<file path="config.mk">
export PLATFORM = sky130hd
export DESIGN_NAME = voice_session_fsm_with_timeouts_top
export DESIGN_NICKNAME = d
export VERILOG_FILES = /design/src/rtl/vsf_pkg.sv /design/src/rtl/voice_session_fsm_with_timeouts_top.sv
export SDC_FILE = /design/constraint.sdc
export NUM_CORES = 1
export LEC_CHECK = 0
export ABC_AREA = 1
export BUFFER_PORTS_ARGS = -buffer_cell sky130_fd_sc_hd__buf_2
export CAP_MARGIN = 20
export CORE_MARGIN = 3
export CORE_UTILIZATION = 45
export DETAILED_ROUTE_END_ITERATION = 8
export PLACE_DENSITY_LB_ADDON = 0.08
export SYNTH_ARGS = -nofsm -noshare
export SYNTH_HDL_FRONTEND = slang
export SYNTH_SLANG_ARGS = --single-unit
</file>
<file path="constraint.sdc">
create_clock -name clk -period 12.65 [get_ports clk]
set_input_delay 2.53 -clock clk [delete_from_list [all_inputs] [get_ports clk]]
set_output_delay 2.53 -clock clk [all_outputs]
set_load 0.01 [all_outputs]
</file>
<file path="src/rtl/vsf_pkg.sv">
// ----------------------------------------------------------------------------
// vsf_pkg
// Shared types and constants of the voice session controller: beat layouts,
// state and event codes, configuration register indexes and reset values.
// ----------------------------------------------------------------------------
package vsf_pkg;

  localparam int unsigned LIMIT_W   = 20;
  localparam int unsigned DELAY_W   = 16;
  localparam int unsigned CFG_IDX_W = 3;
  localparam int unsigned CFG_DAT_W = 20;
  localparam int unsigned OUT_CNT_W = 32;

  typedef logic [LIMIT_W-1:0]   limit_t;
  typedef logic [DELAY_W-1:0]   delay_t;
  typedef logic [OUT_CNT_W-1:0] out_cnt_t;

  typedef enum logic [2:0] {
    ST_IDLE   = 3'd0,
    ST_CONN   = 3'd1,
    ST_LISTEN = 3'd2,
    ST_SPEAK  = 3'd3,
    ST_ERROR  = 3'd4
  } sess_state_t;

  typedef enum logic [3:0] {
    ACT_TICK       = 4'd0,
    ACT_HELLO      = 4'd1,
    ACT_WAKEWORD   = 4'd2,
    ACT_CONN_OK    = 4'd3,
    ACT_CONN_FAIL  = 4'd4,
    ACT_SPEECH_GO  = 4'd5,
    ACT_SPEECH_END = 4'd6,
    ACT_STOP_LISTN = 4'd7,
    ACT_LINK_CLOSE = 4'd8,
    ACT_ERROR      = 4'd9,
    ACT_RESET      = 4'd10
  } action_t;

  typedef enum logic [CFG_IDX_W-1:0] {
    CFG_VALIDATE_EN = 3'd0,
    CFG_TIMEOUT_EN  = 3'd1,
    CFG_CONN_LIMIT  = 3'd2,
    CFG_LISTN_LIMIT = 3'd3,
    CFG_SPEAK_LIMIT = 3'd4,
    CFG_RET_DELAY   = 3'd5
  } cfg_index_t;

  typedef enum logic [1:0] {
    REQ_NONE   = 2'd0,
    REQ_ACCEPT = 2'd1,
    REQ_REJECT = 2'd2
  } req_res_t;

  localparam limit_t RST_CONN_LIMIT  = 20'd10000;
  localparam limit_t RST_LISTN_LIMIT = 20'd30000;
  localparam limit_t RST_SPEAK_LIMIT = 20'd60000;
  localparam delay_t RST_RET_DELAY   = 16'd500;

  typedef struct packed {
    logic [3:0] action;
    delay_t     ret_ms;
    logic       use_default_delay;
  } in_beat_t;

  typedef struct packed {
    logic [2:0] state_now;
    logic [2:0] state_before;
    logic       changed;
    logic       audio_on;
    logic       audio_toggled;
    logic       rejected;
    logic       timed_out;
    out_cnt_t   transitions_seen;
    out_cnt_t   rejections_seen;
    out_cnt_t   timeouts_seen;
    out_cnt_t   failures_seen;
  } out_beat_t;

endpackage

</file>
<file path="src/rtl/voice_session_fsm_with_timeouts_top.sv">
// ----------------------------------------------------------------------------
// voice_session_fsm_with_timeouts_top
// Five-state voice session controller with per-state timeouts, a cancellable
// return-to-listening countdown and saturating event counters.
//
//   port group  dir  handshake          payload
//   in_*        in   in_valid/in_stall  vsf_pkg::in_beat_t
//   out_*       out  out_valid/out_stall vsf_pkg::out_beat_t
//   cfg_*       in   cfg_we             cfg_index, cfg_data
//
// one beat per cycle sustained while out_stall is low
// the input register feeds one pass of state logic into the result register
// rst_n is synchronous; state, counters, valid flags and configuration registers take their reset values
// out_stall holds the result register and, once the input register is full,
// raises in_stall in the same cycle
// ----------------------------------------------------------------------------
module voice_session_fsm_with_timeouts_top #(
  parameter int unsigned COUNT_WIDTH = 32,
  parameter int unsigned TIMER_WIDTH = 21
) (
  input  logic                            clk,
  input  logic                            rst_n,
  input  logic                            in_valid,
  output logic                            in_stall,
  input  vsf_pkg::in_beat_t               in_beat,
  output logic                            out_valid,
  input  logic                            out_stall,
  output vsf_pkg::out_beat_t              out_beat,
  input  logic                            cfg_we,
  input  logic [vsf_pkg::CFG_IDX_W-1:0]   cfg_index,
  input  logic [vsf_pkg::CFG_DAT_W-1:0]   cfg_data
);

  localparam int unsigned CmpW = (TIMER_WIDTH > vsf_pkg::LIMIT_W) ?
                                 TIMER_WIDTH : vsf_pkg::LIMIT_W;

  typedef logic [COUNT_WIDTH-1:0] cnt_t;
  typedef logic [TIMER_WIDTH-1:0] tmr_t;

  // configuration
  logic            validate_en_r;
  logic            timeout_en_r;
  vsf_pkg::limit_t conn_limit_r;
  vsf_pkg::limit_t listn_limit_r;
  vsf_pkg::limit_t speak_limit_r;
  vsf_pkg::delay_t ret_delay_r;

  // handshake
  logic               s1_vld_r;
  vsf_pkg::in_beat_t  s1_beat_r;
  logic               out_vld_r;
  vsf_pkg::out_beat_t out_beat_r;
  vsf_pkg::out_beat_t out_beat_nxt;
  logic               adv;

  // session state
  vsf_pkg::sess_state_t state_r, state_nxt;
  logic                 audio_r, audio_nxt;
  tmr_t                 dwell_r, dwell_nxt;
  logic                 armed_r, armed_nxt;
  vsf_pkg::delay_t      cdown_r, cdown_nxt;
  cnt_t                 trans_cnt_r, trans_cnt_nxt;
  cnt_t                 rej_cnt_r, rej_cnt_nxt;
  cnt_t                 tmo_cnt_r, tmo_cnt_nxt;
  cnt_t                 fail_cnt_r, fail_cnt_nxt;

  function automatic logic is_legal(vsf_pkg::sess_state_t from,
                                    vsf_pkg::sess_state_t to);
    logic ok;
    unique case (from)
      vsf_pkg::ST_IDLE:   ok = (to == vsf_pkg::ST_CONN) || (to == vsf_pkg::ST_ERROR);
      vsf_pkg::ST_CONN:   ok = (to == vsf_pkg::ST_LISTEN) || (to == vsf_pkg::ST_IDLE) ||
                               (to == vsf_pkg::ST_ERROR);
      vsf_pkg::ST_LISTEN,
      vsf_pkg::ST_SPEAK:  ok = (to != vsf_pkg::ST_CONN);
      default:            ok = 1'b1;
    endcase
    return ok;
  endfunction

  function automatic vsf_pkg::req_res_t check_req(vsf_pkg::sess_state_t from,
                                                  vsf_pkg::sess_state_t to,
                                                  logic validate);
    vsf_pkg::req_res_t res;
    if (to == from) begin
      res = vsf_pkg::REQ_NONE;
    end else if (validate && !is_legal(from, to)) begin
      res = vsf_pkg::REQ_REJECT;
    end else begin
      res = vsf_pkg::REQ_ACCEPT;
    end
    return res;
  endfunction

  function automatic cnt_t sat_add(cnt_t c, logic [1:0] inc);
    logic [COUNT_WIDTH:0] sum;
    sum = {1'b0, c} + (COUNT_WIDTH+1)'(inc);
    return sum[COUNT_WIDTH] ? '1 : sum[COUNT_WIDTH-1:0];
  endfunction

  // handshake control
  assign adv       = s1_vld_r && (!out_vld_r || !out_stall);
  assign in_stall  = s1_vld_r && !adv;
  assign out_valid = out_vld_r;
  assign out_beat  = out_beat_r;

  always_ff @(posedge clk) begin
    if (!rst_n) begin
      s1_vld_r  <= 1'b0;
      out_vld_r <= 1'b0;
    end else begin
      s1_vld_r  <= (in_valid && !in_stall) || (s1_vld_r && !adv);
      out_vld_r <= adv || (out_vld_r && out_stall);
    end
  end

  always_ff @(posedge clk) begin
    if (in_valid && !in_stall) begin
      s1_beat_r <= in_beat;
    end
    if (adv) begin
      out_beat_r <= out_beat_nxt;
    end
  end

  // configuration registers
  always_ff @(posedge clk) begin
    if (!rst_n) begin
      validate_en_r <= 1'b1;
      timeout_en_r  <= 1'b1;
      conn_limit_r  <= vsf_pkg::RST_CONN_LIMIT;
      listn_limit_r <= vsf_pkg::RST_LISTN_LIMIT;
      speak_limit_r <= vsf_pkg::RST_SPEAK_LIMIT;
      ret_delay_r   <= vsf_pkg::RST_RET_DELAY;
    end else if (cfg_we) begin
      case (cfg_index)
        vsf_pkg::CFG_VALIDATE_EN: validate_en_r <= cfg_data[0];
        vsf_pkg::CFG_TIMEOUT_EN:  timeout_en_r  <= cfg_data[0];
        vsf_pkg::CFG_CONN_LIMIT:  conn_limit_r  <= cfg_data;
        vsf_pkg::CFG_LISTN_LIMIT: listn_limit_r <= cfg_data;
        vsf_pkg::CFG_SPEAK_LIMIT: speak_limit_r <= cfg_data;
        vsf_pkg::CFG_RET_DELAY:   ret_delay_r   <= cfg_data[vsf_pkg::DELAY_W-1:0];
        default: ;
      endcase
    end
  end

  // session state register
  always_ff @(posedge clk) begin
    if (!rst_n) begin
      state_r     <= vsf_pkg::ST_IDLE;
      audio_r     <= 1'b0;
      dwell_r     <= '0;
      armed_r     <= 1'b0;
      cdown_r     <= '0;
      trans_cnt_r <= '0;
      rej_cnt_r   <= '0;
      tmo_cnt_r   <= '0;
      fail_cnt_r  <= '0;
    end else if (adv) begin
      state_r     <= state_nxt;
      audio_r     <= audio_nxt;
      dwell_r     <= dwell_nxt;
      armed_r     <= armed_nxt;
      cdown_r     <= cdown_nxt;
      trans_cnt_r <= trans_cnt_nxt;
      rej_cnt_r   <= rej_cnt_nxt;
      tmo_cnt_r   <= tmo_cnt_nxt;
      fail_cnt_r  <= fail_cnt_nxt;
    end
  end

  // next state and result
  always_comb begin
    logic                 req1_en;
    vsf_pkg::sess_state_t req1_tgt;
    vsf_pkg::req_res_t    res1;
    vsf_pkg::req_res_t    res2;
    logic                 is_tick;
    logic                 force_mute;
    logic                 tmo;
    logic                 fail;
    logic                 active;
    vsf_pkg::limit_t      limit;
    logic [1:0]           acc_n;
    logic [1:0]           rej_n;

    req1_en    = 1'b0;
    req1_tgt   = vsf_pkg::ST_IDLE;
    is_tick    = 1'b0;
    force_mute = 1'b0;
    fail       = 1'b0;
    tmo        = 1'b0;
    acc_n      = 2'd0;
    rej_n      = 2'd0;
    res2       = vsf_pkg::REQ_NONE;
    state_nxt  = state_r;
    audio_nxt  = audio_r;
    dwell_nxt  = dwell_r;
    armed_nxt  = armed_r;
    cdown_nxt  = cdown_r;

    unique case (s1_beat_r.action)
      vsf_pkg::ACT_TICK: begin
        is_tick = 1'b1;
        if (dwell_r != '1) begin
          dwell_nxt = dwell_r + tmr_t'(1);
        end
        if (armed_r) begin
          if (cdown_r <= vsf_pkg::delay_t'(1)) begin
            armed_nxt = 1'b0;
            cdown_nxt = '0;
            req1_en   = 1'b1;
            req1_tgt  = vsf_pkg::ST_LISTEN;
          end else begin
            cdown_nxt = cdown_r - vsf_pkg::delay_t'(1);
          end
        end
      end
      vsf_pkg::ACT_HELLO: begin
        req1_en    = 1'b1;
        req1_tgt   = vsf_pkg::ST_IDLE;
        force_mute = 1'b1;
      end
      vsf_pkg::ACT_WAKEWORD: begin
        req1_en  = 1'b1;
        req1_tgt = vsf_pkg::ST_CONN;
      end
      vsf_pkg::ACT_CONN_OK: begin
        req1_en  = 1'b1;
        req1_tgt = vsf_pkg::ST_LISTEN;
      end
      vsf_pkg::ACT_CONN_FAIL: begin
        fail     = 1'b1;
        req1_en  = 1'b1;
        req1_tgt = vsf_pkg::ST_IDLE;
      end
      vsf_pkg::ACT_SPEECH_GO: begin
        req1_en  = 1'b1;
        req1_tgt = vsf_pkg::ST_SPEAK;
      end
      vsf_pkg::ACT_SPEECH_END: begin
        armed_nxt = 1'b1;
        cdown_nxt = s1_beat_r.use_default_delay ? ret_delay_r : s1_beat_r.ret_ms;
      end
      vsf_pkg::ACT_STOP_LISTN,
      vsf_pkg::ACT_RESET: begin
        armed_nxt = 1'b0;
        req1_en   = 1'b1;
        req1_tgt  = vsf_pkg::ST_IDLE;
      end
      vsf_pkg::ACT_LINK_CLOSE: begin
        armed_nxt = 1'b0;
        req1_en   = (state_r == vsf_pkg::ST_CONN) || (state_r == vsf_pkg::ST_LISTEN) ||
                    (state_r == vsf_pkg::ST_SPEAK);
        req1_tgt  = vsf_pkg::ST_IDLE;
      end
      vsf_pkg::ACT_ERROR: begin
        armed_nxt = 1'b0;
        req1_en   = 1'b1;
        req1_tgt  = vsf_pkg::ST_ERROR;
      end
      default: ;
    endcase

    // first request: event or expired return countdown
    res1 = req1_en ? check_req(state_r, req1_tgt, validate_en_r) : vsf_pkg::REQ_NONE;
    if (res1 == vsf_pkg::REQ_ACCEPT) begin
      state_nxt = req1_tgt;
      dwell_nxt = '0;
      audio_nxt = (req1_tgt == vsf_pkg::ST_LISTEN);
      acc_n     = acc_n + 2'd1;
    end else if (res1 == vsf_pkg::REQ_REJECT) begin
      rej_n = rej_n + 2'd1;
    end

    // dwell timeout, checked on every tick while timeouts are enabled
    unique case (state_nxt)
      vsf_pkg::ST_CONN: begin
        active = 1'b1;
        limit  = conn_limit_r;
      end
      vsf_pkg::ST_LISTEN: begin
        active = 1'b1;
        limit  = listn_limit_r;
      end
      vsf_pkg::ST_SPEAK: begin
        active = 1'b1;
        limit  = speak_limit_r;
      end
      default: begin
        active = 1'b0;
        limit  = '0;
      end
    endcase
    if (is_tick && timeout_en_r && active && (CmpW'(dwell_nxt) > CmpW'(limit))) begin
      tmo  = 1'b1;
      res2 = check_req(state_nxt, vsf_pkg::ST_ERROR, validate_en_r);
    end
    if (res2 == vsf_pkg::REQ_ACCEPT) begin
      state_nxt = vsf_pkg::ST_ERROR;
      dwell_nxt = '0;
      audio_nxt = 1'b0;
      acc_n     = acc_n + 2'd1;
    end else if (res2 == vsf_pkg::REQ_REJECT) begin
      rej_n = rej_n + 2'd1;
    end

    if (force_mute) begin
      audio_nxt = 1'b0;
    end

    trans_cnt_nxt = sat_add(trans_cnt_r, acc_n);
    rej_cnt_nxt   = sat_add(rej_cnt_r, rej_n);
    tmo_cnt_nxt   = sat_add(tmo_cnt_r, {1'b0, tmo});
    fail_cnt_nxt  = sat_add(fail_cnt_r, {1'b0, fail});

    out_beat_nxt.state_now        = state_nxt;
    out_beat_nxt.state_before     = state_r;
    out_beat_nxt.changed          = (state_nxt != state_r);
    out_beat_nxt.audio_on         = audio_nxt;
    out_beat_nxt.audio_toggled    = (audio_nxt != audio_r);
    out_beat_nxt.rejected         = (rej_n != 2'd0);
    out_beat_nxt.timed_out        = tmo;
    out_beat_nxt.transitions_seen = vsf_pkg::out_cnt_t'(trans_cnt_nxt);
    out_beat_nxt.rejections_seen  = vsf_pkg::out_cnt_t'(rej_cnt_nxt);
    out_beat_nxt.timeouts_seen    = vsf_pkg::out_cnt_t'(tmo_cnt_nxt);
    out_beat_nxt.failures_seen    = vsf_pkg::out_cnt_t'(fail_cnt_nxt);
  end

  // audio upload tracks the listening state
  a_audio_listen: assert property (@(posedge clk) disable iff (!rst_n)
    audio_r == (state_r == vsf_pkg::ST_LISTEN))
    else $error("audio enable out of step with session state");

  // stall toward the source only with a held input beat
  a_stall_full: assert property (@(posedge clk) disable iff (!rst_n)
    in_stall |-> s1_vld_r)
    else $error("input stalled with empty input register");

  // session state only moves when a beat is processed
  a_state_hold: assert property (@(posedge clk) disable iff (!rst_n)
    $past(rst_n) && !$past(adv) |-> $stable(state_r) && $stable(trans_cnt_r))
    else $error("session state changed without a beat");

  // counters never run backwards
  a_cnt_mono: assert property (@(posedge clk) disable iff (!rst_n)
    $past(rst_n) |-> (trans_cnt_r >= $past(trans_cnt_r)) &&
                     (rej_cnt_r >= $past(rej_cnt_r)) &&
                     (tmo_cnt_r >= $past(tmo_cnt_r)) &&
                     (fail_cnt_r >= $past(fail_cnt_r)))
    else $error("event counter decreased");

  // a processed beat lands in the result register
  a_adv_result: assert property (@(posedge clk) disable iff (!rst_n)
    adv |=> out_vld_r)
    else $error("processed beat missing from result register");

endmodule
</file>
Yosys cells after proc, flatten, opt, wreduce, memory -nomap -nowiden. Cells that the tools add are included.

ROM bits: 0. Bits of input ports: 49. Output and inout bits: 141. Bits in registers: 410. Memories: 0. Memory bits (writable): 0. Latch bits: 0.

Equal/unequal tests: 35. Divide/modulo/power cells: 0. Bitwise logic cells: 0. $lt $le $gt $ge: 2. Reduce and logical (&&, ||, !) cells: 42. Muxes and demuxes: 48. Shift-type cells: 0. Add/subtract/negate cells: 8. Multipliers: 0.

Operators by type and width (number): $mux W32 (4); $mux W21 (4); $add A32 B1 Y33 (2); $add A32 B2 Y33 (2); $pmux W20 S3 (1); $mux W16 (3); $pmux W16 S2 (1); $mux W2 (11); $add A21 B1 Y21 const B (1); $eq A3 B2 Y1 const B (7); $gt A21 B20 Y1 (1); $ne A21 B21 Y1 const B (1); $mux W1 (18); $eq A4 B3 Y1 const B (4); $le A16 B1 Y1 const B (1); $sub A16 B1 Y16 const B (1); $pmux W3 S5 (1); $reduce_and A2 Y1 (7); $eq A3 B1 Y1 const B (4); $eq A4 B4 Y1 const B (3); $eq A3 B3 Y1 const B (3); $logic_and A1 B1 Y1 (9); $logic_not A3 Y1 (3); $pmux W1 S3 (3); other kinds (22) (40).

Depth between registers and ports, before layout.
Depth in word-level cells: 32. Gate-level depth with buffers: 53.

Worst setup path after synthesis. No wires, ideal clock.

Kind: input -> register. From: in out_stall. To: reg out_beat_r (netlist bit out_beat[0]) (enable). Slack: 4.796 ns. Arrival: 7.297 ns. Path buffers: 3. Data required time: 12.093 ns. Stages: 6. Cell sequence: nand2_1 nand2_1 clkbuf_1 inv_2 buf_1 buf_1.

Word-level cells in the longest chain between the ends: 3.

Ends and longest elaborated chain: start: declaration (line voice_session_fsm_with_timeouts_top.sv:27) `input logic out_stall,`; $logic_not A1 Y1 (line voice_session_fsm_with_timeouts_top.sv:102) `assign adv = s1_vld_r && (!out_vld_r || !out_stall);`; $logic_or A1 B1 Y1 (line voice_session_fsm_with_timeouts_top.sv:102); $logic_and A1 B1 Y1 (line voice_session_fsm_with_timeouts_top.sv:102); named net adv (line voice_session_fsm_with_timeouts_top.sv:54) `logic adv;`; end signal: assignment (line voice_session_fsm_with_timeouts_top.sv:122) `out_beat_r <= out_beat_nxt;`; end: declaration (line voice_session_fsm_with_timeouts_top.sv:52) `vsf_pkg::out_beat_t out_beat_r;`.

The timed path passes the listed nets, and every way through them passes these cells. A chain may end at the register's enable or synchronous reset.

==> results.py <==
metrics = {
    "outcome": {
        "status": "finished, final reports clean",
    },
    "die": {
        "chipWidth_um": 217,
        "core_um2": 43600,
        "num_rows": 76,
        "pin_count": 190,
        "start_util_pct": 46.1,
        "die_height_um": 217,
        "die-area_um2": 47200,
    },
    "layout": {
        "multi_input_area_um2": 8570,
        "final_cells": 3327,
        "area.sequential_um2": 9810,
        "design_area_um2": 23000,
        "area_growth_pct": 14.7,
        "nNetsFinal": 2786,
        "n_fill_cell": 4230,
        "drive_above_1_share_pct": 13.2,
    },
    "routing": {
        "drt-initial-drc-count": 1310,
        "ant_nets": 0,
        "first_pass_iters": 5,
        "avgViaCountPerCell": 5.24,
        "routedWlPerCell_um": 15.8,
        "vias": 17400,
        "drc": 0,
        "drt_wl_total_um": 52700,
    },
    "critical_path": {
        "critical_path_class": "register to register",
        "worst-path-buf-inv": 7,
        "path_depth": 50,
        "slowest_stage": "nand2_2",
        "rr_worst_depth": 50,
        "crit_top_cell": "nand2_1",
        "critPathLaunchType": "register",
        "cp_data_arrival_time_ns": 8.03,
        "max_stage_delay_ns": 0.49,
        "critPathMaxFanout": 30,
        "cp_top_family": "simple AND/OR/NAND/NOR gates",
        "critical_path_required_ns": 12.96,
        "critical_path.endpoint_type": "register",
    },
    "pwr": {
        "power_frac_seq_pct": 47.0,
        "p_int_mw": 2.39,
        "power-per-cell-area_nw_per_um2": 138,
        "p_leak_nw": 10.0,
        "comb_power_share_pct": 9.7,
        "clkPwrFrac_pct": 43.3,
        "p_total_mw": 3.19,
        "swShare_pct": 25.1,
        "p_sw_uw": 802,
        "ir_drop_uv": 135,
    },
    "synthesis": {
        "synth_top_family_by_area": "simple AND/OR/NAND/NOR gates",
        "synthArstFlopShare_pct": 0,
        "syn_area_um2": 20100,
        "ys_ff_latch": 410,
        "synth_ff_type": "dfxtp_1",
        "ys_warn_count": 0,
        "ys_seq_area_share_pct": 48.9,
        "synth_top_area_cell": "dfxtp_1",
        "synth_mux_area_share_pct": 0.224,
        "synth.avg_cell_area_um2": 7.85,
        "syn_nets": 2641,
        "syn_inst": 2559,
        "synth_xor_area_share_pct": 2.57,
        "yosysUniqueCellTypes": 51,
        "synth_top_cells_by_area": "dfxtp_1 25%, edfxtp_1 24%, nand2_1 8.6%, inv_1 6.2%, o21ai_0 5.8%",
        "synth-edff-count": 160,
        "synth_top_area_share_pct": 24.9,
        "synth_compound_area_share_pct": 12.8,
        "synth_simple_gate_area_share_pct": 25.0,
        "synthAdderAreaFrac_pct": 2.09,
    },
    "place": {
        "globalplace.congestion": 0.903,
        "placedCellCount": 3241,
        "io_buffer_count": 189,
        "place_hpwl_um": 36600,
        "placed_area_um2": 21500,
    },
    "timing": {
        "tightestPinTransition_ns": 1.09,
        "hold_violations": 0,
        "grt_setup_unrepaired": "no",
        "slew_headroom_pct": 27.6,
        "post-route-period-util_pct": 61.0,
        "drv_slew": 0,
        "setup_tns_ns": 0,
        "period_needed_ns": 7.72,
        "fmax_mhz": 129,
        "finClkSkew_ns": 0.0192,
        "setup_violations": 0,
    },
    "global_route": {
        "grtUsageTotal_pct": 22.0,
        "grt_max_degree": 112,
        "antenna_found_initial": 2,
        "grt_pass1_vias": 16100,
        "grt_pass1_wl_um": 85200,
        "overflow": 0,
    },
    "clocking": {
        "cts_tree": "yes",
        "post_cts.repair.setup_buffers": 0,
        "clk_path_buf_depth": 3,
        "cts_made_buffers": 46,
        "cts_sinks": 410,
        "worstSkewPairLatency_ns": 0.58,
        "cts_resized": 0,
        "htree_levels": 2,
        "clk_pin_slew_ns": 0.06,
        "hold_buffers": 0,
        "root_buffer": "clkbuf_16",
    },
    "hold_path": {
        "holdPathStages": 2,
        "hp-class": "register to register",
    },
    "run": {
        "maxCapViolCount": 0,
    },
}
[flip-flops by register name, indices dropped and copies added, names as in the netlist, 21 cells and up]
register     count
tmo_cnt_r       32
s1_beat_r       21
rej_cnt_r       32
fail_cnt_r      32
trans_cnt_r     32
out_beat       139
dwell_r         21
[synthesized netlist by cell type, types with 2 or more instances]
master / n
nand3b_1: 5
xnor2_1: 15
nor3_1: 58
edfxtp_1: 160
a211oi_1: 21
a21boi_0: 2
or2_2: 27
o211ai_1: 29
buf_2: 6
xor2_1: 44
nand2_1: 460
nor2_2: 13
ha_1: 32
nor4_1: 13
nand4_2: 3
and3_1: 2
o21ai_1: 12
a21boi_1: 3
a21o_1: 3
inv_2: 10
nor2_1: 287
buf_4: 3
nand2_2: 10
o21ai_0: 233
dfxtp_1: 250
nor3_2: 7
clkbuf_1: 85
buf_1: 8
nand4_1: 42
nand3_1: 185
clkinv_1: 3
or4_1: 2
inv_1: 331
mux2_2: 4
a21oi_1: 147
a31oi_1: 22
nor4_2: 2
nand3_2: 6
nor2_4: 2
[metrics by stage]
step / util [%] / hold WS [ns] / setup slack [ns]
2_1_floorplan: - / 0.425 / 4.80
3_3_place_gp: 49.2 / 0.438 / 4.74
3_5_place_dp: 49.3 / 0.443 / 4.92
4_1_cts: 52.9 / 0.451 / 4.91
5_1_grt: 52.9 / 0.476 / 3.98
6_report: 52.9 / 0.449 / 4.93
[area by class of cell]
type	instances	share of cell area (%)
flip-flops and latches	410	42.6
repair buffers	200	4.53
inverters	344	5.65
diodes	1	0.0109
clock inverters	28	1.33
well taps	585	3.18
multi-input cells	1702	37.2
clock buffers	57	5.49
[tightest hold or removal path, cell delays in order, from the launching register on]
cell and delay, ns:
dfxtp_1 0.29, inv_1 0.05, a21oi_1 0.05
[final timing paths]
check,startpoint,to,slack [ns]
worst min register to register,listn_limit_r[9]$_SDFFE_PN0P_,listn_limit_r[9]$_SDFFE_PN0P_,0.45
worst max register to register,cdown_r[0]$_SDFFE_PN0P_,out_beat[126]$_DFFE_PP_,4.93
worst max-delay path,cdown_r[0]$_SDFFE_PN0P_,out_beat[126]$_DFFE_PP_,4.93
worst min-delay path,listn_limit_r[9]$_SDFFE_PN0P_,listn_limit_r[9]$_SDFFE_PN0P_,0.45
[power groups by stage]
| stage | Sequential (mW) | Combinational [mW] | Clock (mW) |
|---|---|---|---|
| after floorplan | 1.53 | 0.202 | 0 |
| after detailed placement | 1.53 | 0.309 | 0 |
| final | 1.50 | 0.308 | 1.38 |
| after global placement | 1.53 | 0.302 | 0 |
| after global routing | 1.51 | 0.352 | 1.47 |
| after CTS | 1.50 | 0.311 | 1.42 |
[layout by cell type (no fill, tap or decap), types with 12 or more instances in the layout]
master | Yosys | routed
ha_1 | 32 | 32
a211oi_1 | 21 | 21
or2_2 | 27 | 27
a21oi_1 | 147 | 147
buf_2 | 6 | 188
nand3_1 | 185 | 185
inv_1 | 331 | 330
nand4_1 | 42 | 42
xnor2_1 | 15 | 15
nor2_1 | 287 | 287
nor3_1 | 58 | 58
dfxtp_1 | 250 | 250
edfxtp_1 | 160 | 160
xor2_1 | 44 | 44
nand2_1 | 460 | 459
nor2_2 | 13 | 13
nor4_1 | 13 | 13
o21ai_0 | 233 | 233
o21ai_1 | 12 | 12
o211ai_1 | 29 | 29
a31oi_1 | 22 | 22
clkbuf_16 | 0 | 48
[cell families after synthesis]
| kind of cell | count (synthesis) |
|---|---|
| fa+ha+maj | 33 |
| compound gates | 477 |
| mux | 4 |
| simple gates | 1129 |
| buf+inv | 447 |
| flops | 410 |
| xor+xnor | 59 |
[metal layers]
layer | global-route usage (%) | wire, µm | vias up
li1 | - | - | 8798
met5 | 0 | 7 | -
met3 | 4.09 | 3120 | 66
met1 | 32.0 | 25500 | 8082
met2 | 34.2 | 23100 | 480
met4 | 5.37 | 988 | 2
No activity file was read; power rests on OpenSTA's default activity.
